<file path="config.mk">
export PLATFORM = sky130hd
export DESIGN_NAME = dss_ctrl
export DESIGN_NICKNAME = d
export VERILOG_FILES = /design/src/rtl/dss_pkg.sv /design/src/rtl/dss_ctrl.sv
export SDC_FILE = /design/constraint.sdc
export NUM_CORES = 1
export LEC_CHECK = 0
export BUFFER_PORTS_ARGS = -buffer_cell sky130_fd_sc_hd__buf_2
export CAP_MARGIN = 20
export CELL_PAD_IN_SITES_DETAIL_PLACEMENT = 1
export CELL_PAD_IN_SITES_GLOBAL_PLACEMENT = 2
export CORE_ASPECT_RATIO = 1.75
export CORE_MARGIN = 4
export CORE_UTILIZATION = 24
export CTS_CLUSTER_SIZE = 8
export DETAILED_ROUTE_END_ITERATION = 12
export GPL_ROUTABILITY_DRIVEN = 1
export PLACE_DENSITY = 0.74
export SYNTH_ARGS = -nofsm -noshare
export SYNTH_HDL_FRONTEND = slang
export SYNTH_SLANG_ARGS = --single-unit
export TNS_END_PERCENT = 1
</file>
<file path="constraint.sdc">
create_clock -name clk -period 1.7 [get_ports clk]
set_input_delay 0.085 -clock clk [delete_from_list [all_inputs] [get_ports clk]]
set_output_delay 0.085 -clock clk [all_outputs]
set_load 0.02 [all_outputs]
</file>
<file path="src/rtl/dss_pkg.sv">
// Shared types, codes and constants of the download segment scheduler.
package dss_pkg;

    // Default configuration of the segment table
    localparam int DEF_MAX_SEGMENTS = 16;
    localparam int DEF_OFFSET_BITS  = 48;

    // Port field widths
    localparam int OP_W    = 3;
    localparam int SLOT_W  = 4;
    localparam int BYTES_W = 48;
    localparam int STAT_W  = 3;
    localparam int WC_W    = 5;
    localparam int CFG_W   = 48;
    localparam int CFGI_W  = 1;

    // Configuration register indexes
    localparam logic [CFGI_W-1:0] CFG_TASK_SIZE    = 1'd0;
    localparam logic [CFGI_W-1:0] CFG_WORKER_COUNT = 1'd1;

    // Operation codes
    localparam logic [OP_W-1:0] OP_SPLIT    = 3'd0;
    localparam logic [OP_W-1:0] OP_PROGRESS = 3'd1;
    localparam logic [OP_W-1:0] OP_STATUS   = 3'd2;
    localparam logic [OP_W-1:0] OP_REASSIGN = 3'd3;
    localparam logic [OP_W-1:0] OP_QUERY    = 3'd4;

    // Segment status codes
    localparam logic [STAT_W-1:0] ST_READY   = 3'd0;
    localparam logic [STAT_W-1:0] ST_RUNNING = 3'd1;
    localparam logic [STAT_W-1:0] ST_STOP    = 3'd2;
    localparam logic [STAT_W-1:0] ST_ERROR   = 3'd3;
    localparam logic [STAT_W-1:0] ST_CLOSE   = 3'd4;

    // Bytes left that a donor that is not stopped must exceed before it is halved
    localparam int SPLIT_MIN_ERROR = 1024;
    localparam int SPLIT_MIN_OTHER = 10240;

    // Table write kinds
    typedef enum logic [2:0] {
        WR_NONE,
        WR_PROGRESS,
        WR_STATUS,
        WR_SPLIT,
        WR_CLOSE,
        WR_TAKER,
        WR_DONOR
    } wr_kind_t;

    // Table read address select
    typedef enum logic [1:0] {
        RD_SLOT,
        RD_CNT,
        RD_BEST
    } rd_sel_t;

    // Commands from controller to datapath
    typedef struct packed {
        logic     load;
        logic     div_start;
        logic     cnt_clr;
        logic     cnt_inc;
        logic     scan_clr;
        logic     rd_en;
        rd_sel_t  rd_sel;
        wr_kind_t wr_kind;
        logic     ok_set;
        logic     res_load;
    } dss_cmd_t;

    // Status from datapath to controller
    typedef struct packed {
        logic [OP_W-1:0] op;
        logic            inact;
        logic            ns_ok;
        logic            split_ok;
        logic            div_busy;
        logic            cnt_last;
        logic            worker_done;
        logic            found;
        logic            donor_stopped;
        logic            donor_big;
    } dss_sts_t;

endpackage

</file>
<file path="src/rtl/dss_ctrl.sv">
// Controller: sequences each operation over the datapath.
module dss_ctrl import dss_pkg::*; (
    input  logic     clk,
    input  logic     rst_n,
    input  logic     req_valid,
    output logic     req_ready,
    output logic     rsp_valid,
    input  logic     rsp_ready,
    input  dss_sts_t sts,
    output dss_cmd_t cmd
);
    typedef enum logic [3:0] {
        S_IDLE,
        S_DECODE,
        S_PROG_WR,
        S_DIV_WAIT,
        S_SPLIT,
        S_CHK_W,
        S_SCAN,
        S_SCAN_END,
        S_RD_D,
        S_CHK_D,
        S_WR_D,
        S_RD_FIN,
        S_CAP
    } state_t;

    state_t state_reg, state_next;
    logic   rsp_valid_reg, rsp_valid_next;

    // Decode state into commands
    always_comb
    begin
        cmd            = '0;
        cmd.rd_sel     = RD_SLOT;
        cmd.wr_kind    = WR_NONE;
        state_next     = state_reg;
        rsp_valid_next = rsp_valid_reg && !rsp_ready;
        req_ready      = 1'b0;
        unique case (state_reg)
            S_IDLE:
            begin
                req_ready = 1'b1;
                if (req_valid)
                begin
                    cmd.load   = 1'b1;
                    state_next = S_DECODE;
                end
            end
            S_DECODE:
            begin
                state_next = S_RD_FIN;
                unique case (sts.op)
                    OP_SPLIT:
                    begin
                        if (sts.split_ok)
                        begin
                            cmd.div_start = 1'b1;
                            state_next    = S_DIV_WAIT;
                        end
                    end
                    OP_PROGRESS:
                    begin
                        if (sts.inact)
                        begin
                            cmd.rd_en  = 1'b1;
                            state_next = S_PROG_WR;
                        end
                    end
                    OP_STATUS:
                    begin
                        if (sts.inact && sts.ns_ok)
                        begin
                            cmd.wr_kind = WR_STATUS;
                            cmd.ok_set  = 1'b1;
                        end
                    end
                    OP_REASSIGN:
                    begin
                        if (sts.inact)
                        begin
                            cmd.rd_en  = 1'b1;
                            state_next = S_CHK_W;
                        end
                    end
                    OP_QUERY:
                        cmd.ok_set = sts.inact;
                    default: ;
                endcase
            end
            S_PROG_WR:
            begin
                cmd.wr_kind = WR_PROGRESS;
                cmd.ok_set  = 1'b1;
                state_next  = S_RD_FIN;
            end
            S_DIV_WAIT:
            begin
                if (!sts.div_busy)
                begin
                    cmd.cnt_clr = 1'b1;
                    state_next  = S_SPLIT;
                end
            end
            S_SPLIT:
            begin
                cmd.wr_kind = WR_SPLIT;
                cmd.cnt_inc = 1'b1;
                if (sts.cnt_last)
                begin
                    cmd.ok_set = 1'b1;
                    state_next = S_RD_FIN;
                end
            end
            S_CHK_W:
            begin
                state_next = S_RD_FIN;
                if (sts.worker_done)
                begin
                    cmd.cnt_clr  = 1'b1;
                    cmd.scan_clr = 1'b1;
                    state_next   = S_SCAN;
                end
            end
            S_SCAN:
            begin
                cmd.rd_en   = 1'b1;
                cmd.rd_sel  = RD_CNT;
                cmd.cnt_inc = 1'b1;
                if (sts.cnt_last)
                    state_next = S_SCAN_END;
            end
            S_SCAN_END:
                state_next = S_RD_D;
            S_RD_D:
            begin
                if (sts.found)
                begin
                    cmd.rd_en  = 1'b1;
                    cmd.rd_sel = RD_BEST;
                    state_next = S_CHK_D;
                end
                else
                begin
                    cmd.wr_kind = WR_CLOSE;
                    cmd.ok_set  = 1'b1;
                    state_next  = S_RD_FIN;
                end
            end
            S_CHK_D:
            begin
                cmd.ok_set = 1'b1;
                if (sts.donor_stopped || sts.donor_big)
                begin
                    cmd.wr_kind = WR_TAKER;
                    state_next  = S_WR_D;
                end
                else
                begin
                    cmd.wr_kind = WR_CLOSE;
                    state_next  = S_RD_FIN;
                end
            end
            S_WR_D:
            begin
                cmd.wr_kind = WR_DONOR;
                state_next  = S_RD_FIN;
            end
            S_RD_FIN:
            begin
                cmd.rd_en  = 1'b1;
                state_next = S_CAP;
            end
            S_CAP:
            begin
                if (!rsp_valid_reg || rsp_ready)
                begin
                    cmd.res_load   = 1'b1;
                    rsp_valid_next = 1'b1;
                    state_next     = S_IDLE;
                end
            end
            default:
                state_next = S_IDLE;
        endcase
    end

    // Hold state and the response valid
    always_ff @(posedge clk or negedge rst_n)
    begin
        if (!rst_n)
        begin
            state_reg     <= S_IDLE;
            rsp_valid_reg <= 1'b0;
        end
        else
        begin
            state_reg     <= state_next;
            rsp_valid_reg <= rsp_valid_next;
        end
    end

    assign rsp_valid = rsp_valid_reg;
endmodule

</file>
After elaboration in Yosys (flattened, before gate mapping)
Cells that the tools add are included.

storage, ports and cells
  bits in registers = 5
  bits of input ports = 16
  word-level logic and storage cells = 78

cells by class
  eq/ne operators = 21
  mux-type cells = 41
  reduce and logical (&&, ||, !) cells = 14

operators with widths
  operator                                                               number
  4-bit case mux with 12 select lines                                    1
  4-bit 2-to-1 mux                                                       10
  4-bit equality test, second input constant                             5
  1-bit 2-to-1 mux                                                       19
  3-bit case mux with 6 select lines                                     1
  4-bit by 3-bit equality test with 1-bit output, second input constant  4
  4-bit case mux with 3 select lines                                     1
  2-bit inequality test, second input constant                           5
  2-bit OR reduction                                                     5
  4-bit by 2-bit equality test with 1-bit output, second input constant  2
  3-bit by 2-bit equality test with 1-bit output, second input constant  2
  3-bit 2-to-1 mux                                                       2
  5-bit AND reduction                                                    1
  4-bit by 1-bit equality test with 1-bit output, second input constant  1
  4-bit zero test                                                        1
  2-bit 2-to-1 mux                                                       2
  1-bit case mux with 2 select lines                                     2
  1-bit case mux with 4 select lines                                     1
  2-bit case mux with 2 select lines                                     1
  3-bit by 1-bit equality test with 1-bit output, second input constant  1
  3-bit equality test, second input constant                             1
  3-bit zero test                                                        1
  1-bit case mux with 3 select lines                                     1
  1-bit logical AND                                                      2
  2 further kinds                                                        4

Longest topological paths before layout
Gate-level depths: netlist of the first run.

  word-level depth = 4
  depth in mapped cells = 6
  mapped depth without buffers = 4

Worst setup path before layout of the first run
No wires, ideal clock.

  kind = register to output
  start = register state_reg[0]
  end = output cmd[6] (netlist name)
  data arrival time = 1.486 ns
  data required time = 1.615 ns
  slack = 0.129 ns
  stages on the path, launching flop included = 4
  buffers on the path = 2
  cell sequence = dfrtp_1 buf_4 buf_4 nor4b_1

RTL lines
  element                 RTL line         text
  from (decl)             dss_ctrl.sv:28   state_t state_reg, state_next;
  from (signal assigned)  dss_ctrl.sv:198  state_reg <= state_next;
  to (decl)               dss_ctrl.sv:10   output dss_cmd_t cmd

==> summary by stage, run 1 <==
Placement
Including well taps, the total number of placed cells is 153. The setup slack at placement is 0.0930 ns. The final HPWL from detailed placement is between 2000 and 2500 µm. Port buffering added 30 buffers. The placer congestion estimate is 0.822. Once placement finished, the instance area stood at 908 µm².

STA
Across all hold checks on the routed design, the worst slack comes to 0.185 ns. For the pin with the worst max-slew slack, the measured transition is 0.418 ns. The fmax is 592 MHz. In this run the tightest slew margin relative to its limit is 72.1%. The post-route minimum period is between 1.5 and 2 ns.

The worst-case setup margin in the final layout is 0.00999 ns. The count of final hold-check violations is 0. Dividing the final minimum period by the clock period gives 99.4%. Setup violations remaining at the end of the flow were counted as 0. The final max-slew violation count is 0. Setup repair after global routing could not meet its margin everywhere.

Between clock sinks in the finished design, the worst skew comes to 0.00561 ns. The final sum of negative setup slack is 0 ns.

Logic synthesis
The synthesized net count is 110. Synthesis handed over a netlist of 94 instances. The cell taking the most area after synthesis is sky130_fd_sc_hd__dfrtp_1. The number of enable-type register cells in the synthesized netlist is 0. The synthesized netlist occupies a cell area of 708 µm². The synthesized design contains 5 register bits. After synthesis, the mean cell area works out to 7.53 µm².

Ranked by total cell area, the synthesized netlist is headed by sky130_fd_sc_hd__dfrtp_1 (18%), sky130_fd_sc_hd__nor2_1 (5.3%), sky130_fd_sc_hd__a31oi_1 (4.4%). Counting distinct cell types in the post-synthesis netlist gives 46. The number of warnings printed during yosys synthesis is 0. Summing the sequential cell areas from Yosys gives 17.7% of the chip area. The flip-flop cell with the highest count after synthesis is sky130_fd_sc_hd__dfrtp_1. For this run, asynchronously set or reset flops after synthesis account for 100%. The top cell type by area accounts for 17.7% of the synthesized area.

Cells and area
Of the cells placed in the final design, the portion with a size suffix greater than 1 is 47.1%. The layout-stage area growth over the synthesis result is 48.6%. Leaving out fill and tap cells, the most frequent cells in the layout are sky130_fd_sc_hd__buf_2 (29), sky130_fd_sc_hd__buf_4 (15), sky130_fd_sc_hd__nor2_1 (10), sky130_fd_sc_hd__a31oi_1 (5). After the flow finishes, the layout carries non-filler instances totaling 165.

The number of flip-flops in the largest register is 4. The final-layout fill cell count is 352. The antenna diode instance count is 0.

The final design instance area without fill is 0.00105 mm². The library cell used most frequently in the layout, excluding fill and tap cells, is sky130_fd_sc_hd__buf_2. At the end of the flow, the number of nets in the layout was roughly 160.

CTS
The CTS tree is done. The number of clock sinks is 5. The total clock buffers created by CTS is 3. The longest clock path from root to sink contains 2 buffers. The H-tree depth reported by CTS is 1.

The clock-pin slew on the worst setup and hold paths is 0.04 ns. For the worst-skew pair, the clock arrives at the later sink with an insertion delay of 0.23 ns. The cell sitting at the root of the clock tree is a sky130_fd_sc_hd__clkbuf_8.

Power and ir drop
The power dissipated by switching net loads is ~1 mW. Dividing total power by cell area gives a power density of 1910 mW/mm². The peak supply drop is about 0.68 mV. Of the total power, the share spent switching nets is 49.8%. The leakage power of the design is between 0.4 and 0.5 nW. In this run, the clock network consumes 11.3% of the power. In this run, flip-flops and latches consume around 18% of the power. The internal power of the cells totals 1.01 mW.

Combinational logic is responsible for between 70% and 80% of the overall power.

Die
After floorplanning, the core was sized to cover 0.00275 mm². The total number of placement rows is 25. The die boundary width is around 49 µm.

The die outline area is 0.00392 mm². The effective utilization at floorplan is 25.7%. The I/O pin total is 31. The die is 79.9 µm tall.

Global route
The pin count of the biggest net entering global routing is 14. The total overflow reported by the global router is 0. The global-route usage over all layers is between 10% and 20%. The number of global-route vias before repair came to about 1000. The number of antenna violations at the first check in global routing is 0. The global-route wire length before repair is approximately 4500 µm.

Route
Wires add up to 2810 µm. After the first detailed-routing iteration, the DRC count stood at 18. The count of unresolved DRC violations after routing is 0.

The pre-antenna-repair detailed-routing pass consisted of 4 iterations. The ratio of routed vias to standard cells is 5.68. The total number of vias is 937. Dividing the detail-routed wire length by the instance count gives 17.0 µm.

The count of nets left with antenna violations once routing finished came out at 0.

Setup path
In this run the register-to-register setup slack is about 0.15 ns. The data required time of the critical path is 1.62 ns. Data on the critical path arrives at its endpoint at 1.61 ns. The sort of element at the end of the critical path is a primary output. In this run the worst path has a maximum fanout of 7. The element type at the critical path start is a register. The setup path with the least slack is of type reg -> out.

Flow run
The tool flagged a number of max-cap violations equal to 0.

Hold path
The path type of the worst min-delay path is in -> reg.

Run status
The run finished with clean final reports.
per-layer routing:
metal | vias to the layer above | routed length (µm) | GRT usage (%)
li1 | 444 | - | -
met1 | 458 | 1050 | 13.9
met2 | 26 | 1570 | 27.5
met3 | 9 | 98 | 1.87
met4 | 0 | 91 | 8.36
met5 | - | 0 | 0
worst paths after layout:
path                                          start                  endpoint  depth (start not counted)
max in group asynchronous                     rst_n  state_reg[2]$_DFFE_PN0P_                          2
min in group asynchronous                     rst_n  state_reg[3]$_DFFE_PN0P_                          2
max reg2reg                state_reg[0]$_DFFE_PN0P_  state_reg[2]$_DFFE_PN0P_                          6
min reg2reg                     rsp_valid$_DFF_PN0_       rsp_valid$_DFF_PN0_                          2
max                        state_reg[1]$_DFFE_PN0P_                    cmd[3]                          6
min                                          sts[5]  state_reg[0]$_DFFE_PN0P_                          3
through the flow:
stage | util, % | total power [mW]
after global routing | 38.2 | 2.17
after detailed placement | 33.0 | 1.56
after global placement | 33.0 | 1.54
final | 38.2 | 2.01
after floorplan | - | 1.17
after CTS | 36.8 | 1.91
power by group through the flow:
| stage | registers [mW] | logic, mW | clock network, mW |
|---|---|---|---|
| finish | 0.351 | 1.43 | 0.227 |
| global route | 0.364 | 1.56 | 0.242 |
| CTS | 0.328 | 1.36 | 0.230 |
| detailed placement | 0.353 | 1.21 | 0 |
| global placement | 0.351 | 1.19 | 0 |
| floorplan | 0.222 | 0.948 | 0 |
critical path: stages, from the launching register on:
cell and delay, ns:
sky130_fd_sc_hd__dfrtp_2 0.45, sky130_fd_sc_hd__buf_6 0.15, sky130_fd_sc_hd__nor3b_4 0.20, sky130_fd_sc_hd__and4b_1 0.23, sky130_fd_sc_hd__a2bb2oi_2 0.05, sky130_fd_sc_hd__o21ai_1 0.13
sky130_fd_sc_hd__buf_4 0.16
cell families (layout without fill, tap and decap cells):
kind of cell           after synthesis  in the layout  synth area share (%)
and+or+nand+nor                     47             47                  42.1
AOI/OAI and AO/OA                   32             32                  31.4
buffers and inverters               10             54                  8.83
DFF                                  5              5                  17.7
Yosys cell counts, drive strengths merged, types with 4 or more instances:
cell / instances
a31oi: 5
dfrtp: 5
buf: 6
nor3b: 4
nand2b: 4
o21ai: 8
nand2: 4
nor2: 11
repair_timing:
| action | CTS | global route |
|---|---|---|
| pin swaps | 0 | 4 |
| endpoints found under the hold margin | 5 | 0 |
| hold buffers | 1 | 0 |
| gates resized for setup | 3 | 8 |
| setup buffers | 6 | 1 |
| setup endpoints to repair | 8 | 8 |
cell type report:
| type | count | area [µm²] | area share (%) |
|---|---|---|---|
| Clock buffer | 4 | 45.0 | 4.28 |
| Inverter | 3 | 11.3 | 1.07 |
| Multi-Input combinational cell | 79 | 542 | 51.5 |
| Sequential cell | 5 | 130 | 12.4 |
| Tap cell | 27 | 33.8 | 3.21 |
| Timing Repair Buffer | 47 | 290 | 27.6 |
(Power assumes the default switching activity.)
==> run 2: changes to the inputs <==
CELL_PAD_IN_SITES_DETAIL_PLACEMENT = not set   (was 1)
CELL_PAD_IN_SITES_GLOBAL_PLACEMENT = not set   (was 2)
CORE_ASPECT_RATIO = not set   (was 1.75)
CORE_UTILIZATION = 46   (was 24)
PLACE_DENSITY = 0.75   (was 0.74)
==> summary by stage, run 2 (synthesis gave the netlist of run 1 again) <==
Run status
The flow ran to the end, but the final reports show violations. The checks that failed: negative setup slack.

Cells and area
The core utilization of the finished layout came to 74.6% (+36 points). The antenna diode instance count was 0 (unchanged). The count of nets after finishing came to 157 (+1.3%).

The sequential cell area in the final layout is 130 µm² (unchanged). The multi-input gate area in the final layout is 538 µm² (-0.69%). The top cell types in the final layout, fill and taps aside, are sky130_fd_sc_hd__buf_2 (29), sky130_fd_sc_hd__buf_4 (18), sky130_fd_sc_hd__nor2_1 (10), sky130_fd_sc_hd__a31oi_1 (5).

The library cell used most frequently in the layout, excluding fill and tap cells, is sky130_fd_sc_hd__buf_2. The final design instance area without fill is 0.00102 mm² (-3.1%). The share of cells above drive strength 1 is 47.9% (+0.76 points). The number of flip-flops in the largest register was 4 (unchanged). The layout-stage area growth over the synthesis result is 44.0%.

The final-layout fill cell count is 107 (-70%).

CTS
The H-tree depth reported by CTS was 1 (unchanged). The total clock buffers created by CTS came to 3 (unchanged). The clock root buffer is sky130_fd_sc_hd__clkbuf_4. The number of clock sinks is 5 (unchanged). The clock latency reported for the late side of the worst-skew pair is 0.26 ns (+0.03 ns). TritonCTS built the clock tree. The clock tree buffer depth is 2 (unchanged). The clock-pin slew on the worst setup and hold paths came to 0.05 ns (about the same).

STA
The slew at the pin with the worst max-slew slack is 0.361 ns (-0.0574 ns). The post-route minimum period is 1.71 ns (+0.0229 ns). The worst-case setup margin in the final layout is -0.0129 ns (-0.0229 ns). The count of final hold-check violations came to 0 (unchanged). The relative slew slack came to 75.8% (+3.6 points). The worst clock skew is 0.00990 ns (+0.00429 ns).

Setup repair after global routing could not meet its margin everywhere. The count of final setup violators is 1 (+1). The final sum of negative setup slack is -0.0129 ns (-0.0129 ns). The fmax is 584 MHz (-1.3%).

The final max-slew violation count is 0 (unchanged). The share of the clock period used by the worst path after layout came to 101% (+1.3 points).

Global route
The pin count of the biggest net entering global routing is 15 (+1). The global-route wire length before repair is 3520 µm (-21%). The number of antenna violations at the first check in global routing was 0 (unchanged). The global-route usage over all layers is 22.1% (+7.7 points). The total overflow reported by the global router is 0 (unchanged). The number of global-route vias before repair came to 830 (-15%).

Setup path
The kind of cell with the highest combined delay on the critical path is flip-flops. On the critical path, the stage with the largest delay is an instance of sky130_fd_sc_hd__dfrtp_2. The worst setup path is launched from a register. The worst-case reg-to-reg path depth is 5 (-1).

The arrival time of the worst setup path is 1.63 ns (+0.02 ns). The peak per-stage delay on the critical path is 0.48 ns (+0.03 ns). The sort of element at the end of the critical path is a primary output. The highest net fanout along the worst path was 10 (+3).

In this run the critical register-to-register path is launched from state_reg[3]$_DFFE_PN0P_. The critical path in this run is classified as reg -> out. The sum of buffers and inverters on the critical path came to 1 (-1). The setup slack on the worst flop-to-flop path is 0.14 ns (about the same). The data required time of the critical path is 1.62 ns (about the same). The critical path goes through and2_2, a21o_1, a32oi_1, o22ai_1, buf_2. The endpoint identified for the worst register-to-register timing path is state_reg[0]$_DFFE_PN0P_. The critical path starts at state_reg[1]$_DFFE_PN0P_.

Route
The wire length on met2 was 1220 µm (-22%). The first-pass iteration count of the detailed router is 4 (unchanged). The wire length the detailed router placed on met1 was 957 µm (-9.1%). The remaining number of nets flagged by the antenna check after routing is 0 (unchanged). The aggregate routed wire length is 2550 µm (-9.2%). Routed signal wires occupy layers up through met4. The total number of vias is 988 (+5.4%). The count of unresolved DRC violations after routing was 0 (unchanged). The routed length on met3 is 327 µm (+230%). The ratio of routed vias to standard cells is 6.37 (+12%). The routed length per instance is 16.5 µm (-3.4%). The first-iteration detailed-routing DRC count is 44 (+26).

Die
The die boundary width is 47.2 µm (-3.7%). The die outline area is 0.00223 mm² (-43%). The die height was 47.2 µm (-41%). The I/O pin total was 31 (unchanged). The total number of placement rows is 13 (-48%).

The effective utilization at floorplan is 51.8% (+26 points). The floorplan core area came to 0.00137 mm² (-50%).

Placement
The placer congestion estimate is 0.910 (+11%). The final HPWL from detailed placement is 1670 µm (-24%). The count of input and output buffers is 30 (unchanged). The instance area at placement is 893 µm² (-1.7%).

Power and ir drop
The combinational power share is 75.3% (+4.0 points). The power dissipated by switching net loads came to 0.989 mW (-1.4%). The total power per unit cell area is 1880 mW/mm² (-1.7%). The switching share of power is 51.6% (+1.8 points).

The fraction of power consumed by the clock network is 7.6% (-3.7 points). The sequential cell fraction of total power came to 17.1% (-0.4 points). The internal power summed over all cells is 0.928 mW (-8.1%). The leakage power of the design is 0.471 nW (-0.98%). The peak supply drop is 1.26 mV (+85%).

Hold path
The tightest min-delay check is of the in -> async type.

Flow run
The number of max-cap violations is 0 (unchanged).
-- run 2: cell types whose count changed in the layout (fill, tap and decap cells not counted), sizes merged --
cell and delta:
clkbuf +1, buf +1
-- run 2: cell type report --
class / count / area share (%)
timing repair buffer: 49 / 29.0
multi-input combinational: 79 / 52.8
sequential: 5 / 12.8
clock buffer: 4 / 2.58
tap: 15 / 1.84
inverter: 3 / 1.10
-- run 2: what timing repair did --
item	CTS	global route
hold buffers	1	0
pin swaps	0	0
gates cloned	0	0
gates resized for setup	5	4
buffers inserted	0	9
setup endpoints to repair	5	8
hold endpoints to repair	5	0
-- run 2: how the worst max path moves through the flow --
stage / depth (start not counted) / endpoint / slack (ns)
after global routing: 5 / cmd[7] / -0.09
final: 5 / cmd[7] / -0.01
after detailed placement: 5 / cmd[1] / 0.21
after floorplan: 3 / cmd[6] / 0.13
after CTS: 4 / cmd[12] / 0.007
after global placement: 4 / state_reg[2]$_DFFE_PN0P_ / 0.22
-- run 2: worst reg2reg max path: stages, from the launching register on --
cell and delay [ns]:
sky130_fd_sc_hd__dfrtp_2 0.49, sky130_fd_sc_hd__buf_4 0.17, sky130_fd_sc_hd__or2b_4 0.28, sky130_fd_sc_hd__o21ai_0 0.21, sky130_fd_sc_hd__o22ai_1 0.11, sky130_fd_sc_hd__o21ai_1 0.19
-- run 2: per-layer routing --
| metal | up-vias | GRT usage [%] |
|---|---|---|
| li1 | 452 | - |
| met1 | 457 | 28.4 |
| met2 | 71 | 34.5 |
| met3 | 8 | 5.36 |
| met4 | 0 | 9.94 |
| met5 | - | 0 |
-- run 2: power by group through the flow --
stage | Clock [mW] | Sequential [mW] | Combinational [mW]
2_1_floorplan | 0 | 0.222 | 0.948
3_3_place_gp | 0 | 0.330 | 1.16
3_5_place_dp | 0 | 0.333 | 1.18
4_1_cts | 0.151 | 0.340 | 1.19
5_1_grt | 0.159 | 0.335 | 1.57
6_report | 0.146 | 0.328 | 1.44
-- run 2: metrics by stage --
step           setup slack (ns)  power (mW)  hold WS, ns  instances
2_1_floorplan             0.129        1.17       -0.211         94
3_3_place_gp              0.223        1.49      -0.0997        141
3_5_place_dp              0.209        1.51      -0.0985        141
4_1_cts                 0.00704        1.68        0.151        146
5_1_grt                 -0.0876        2.06        0.178        155
6_report                -0.0129        1.92        0.173        155
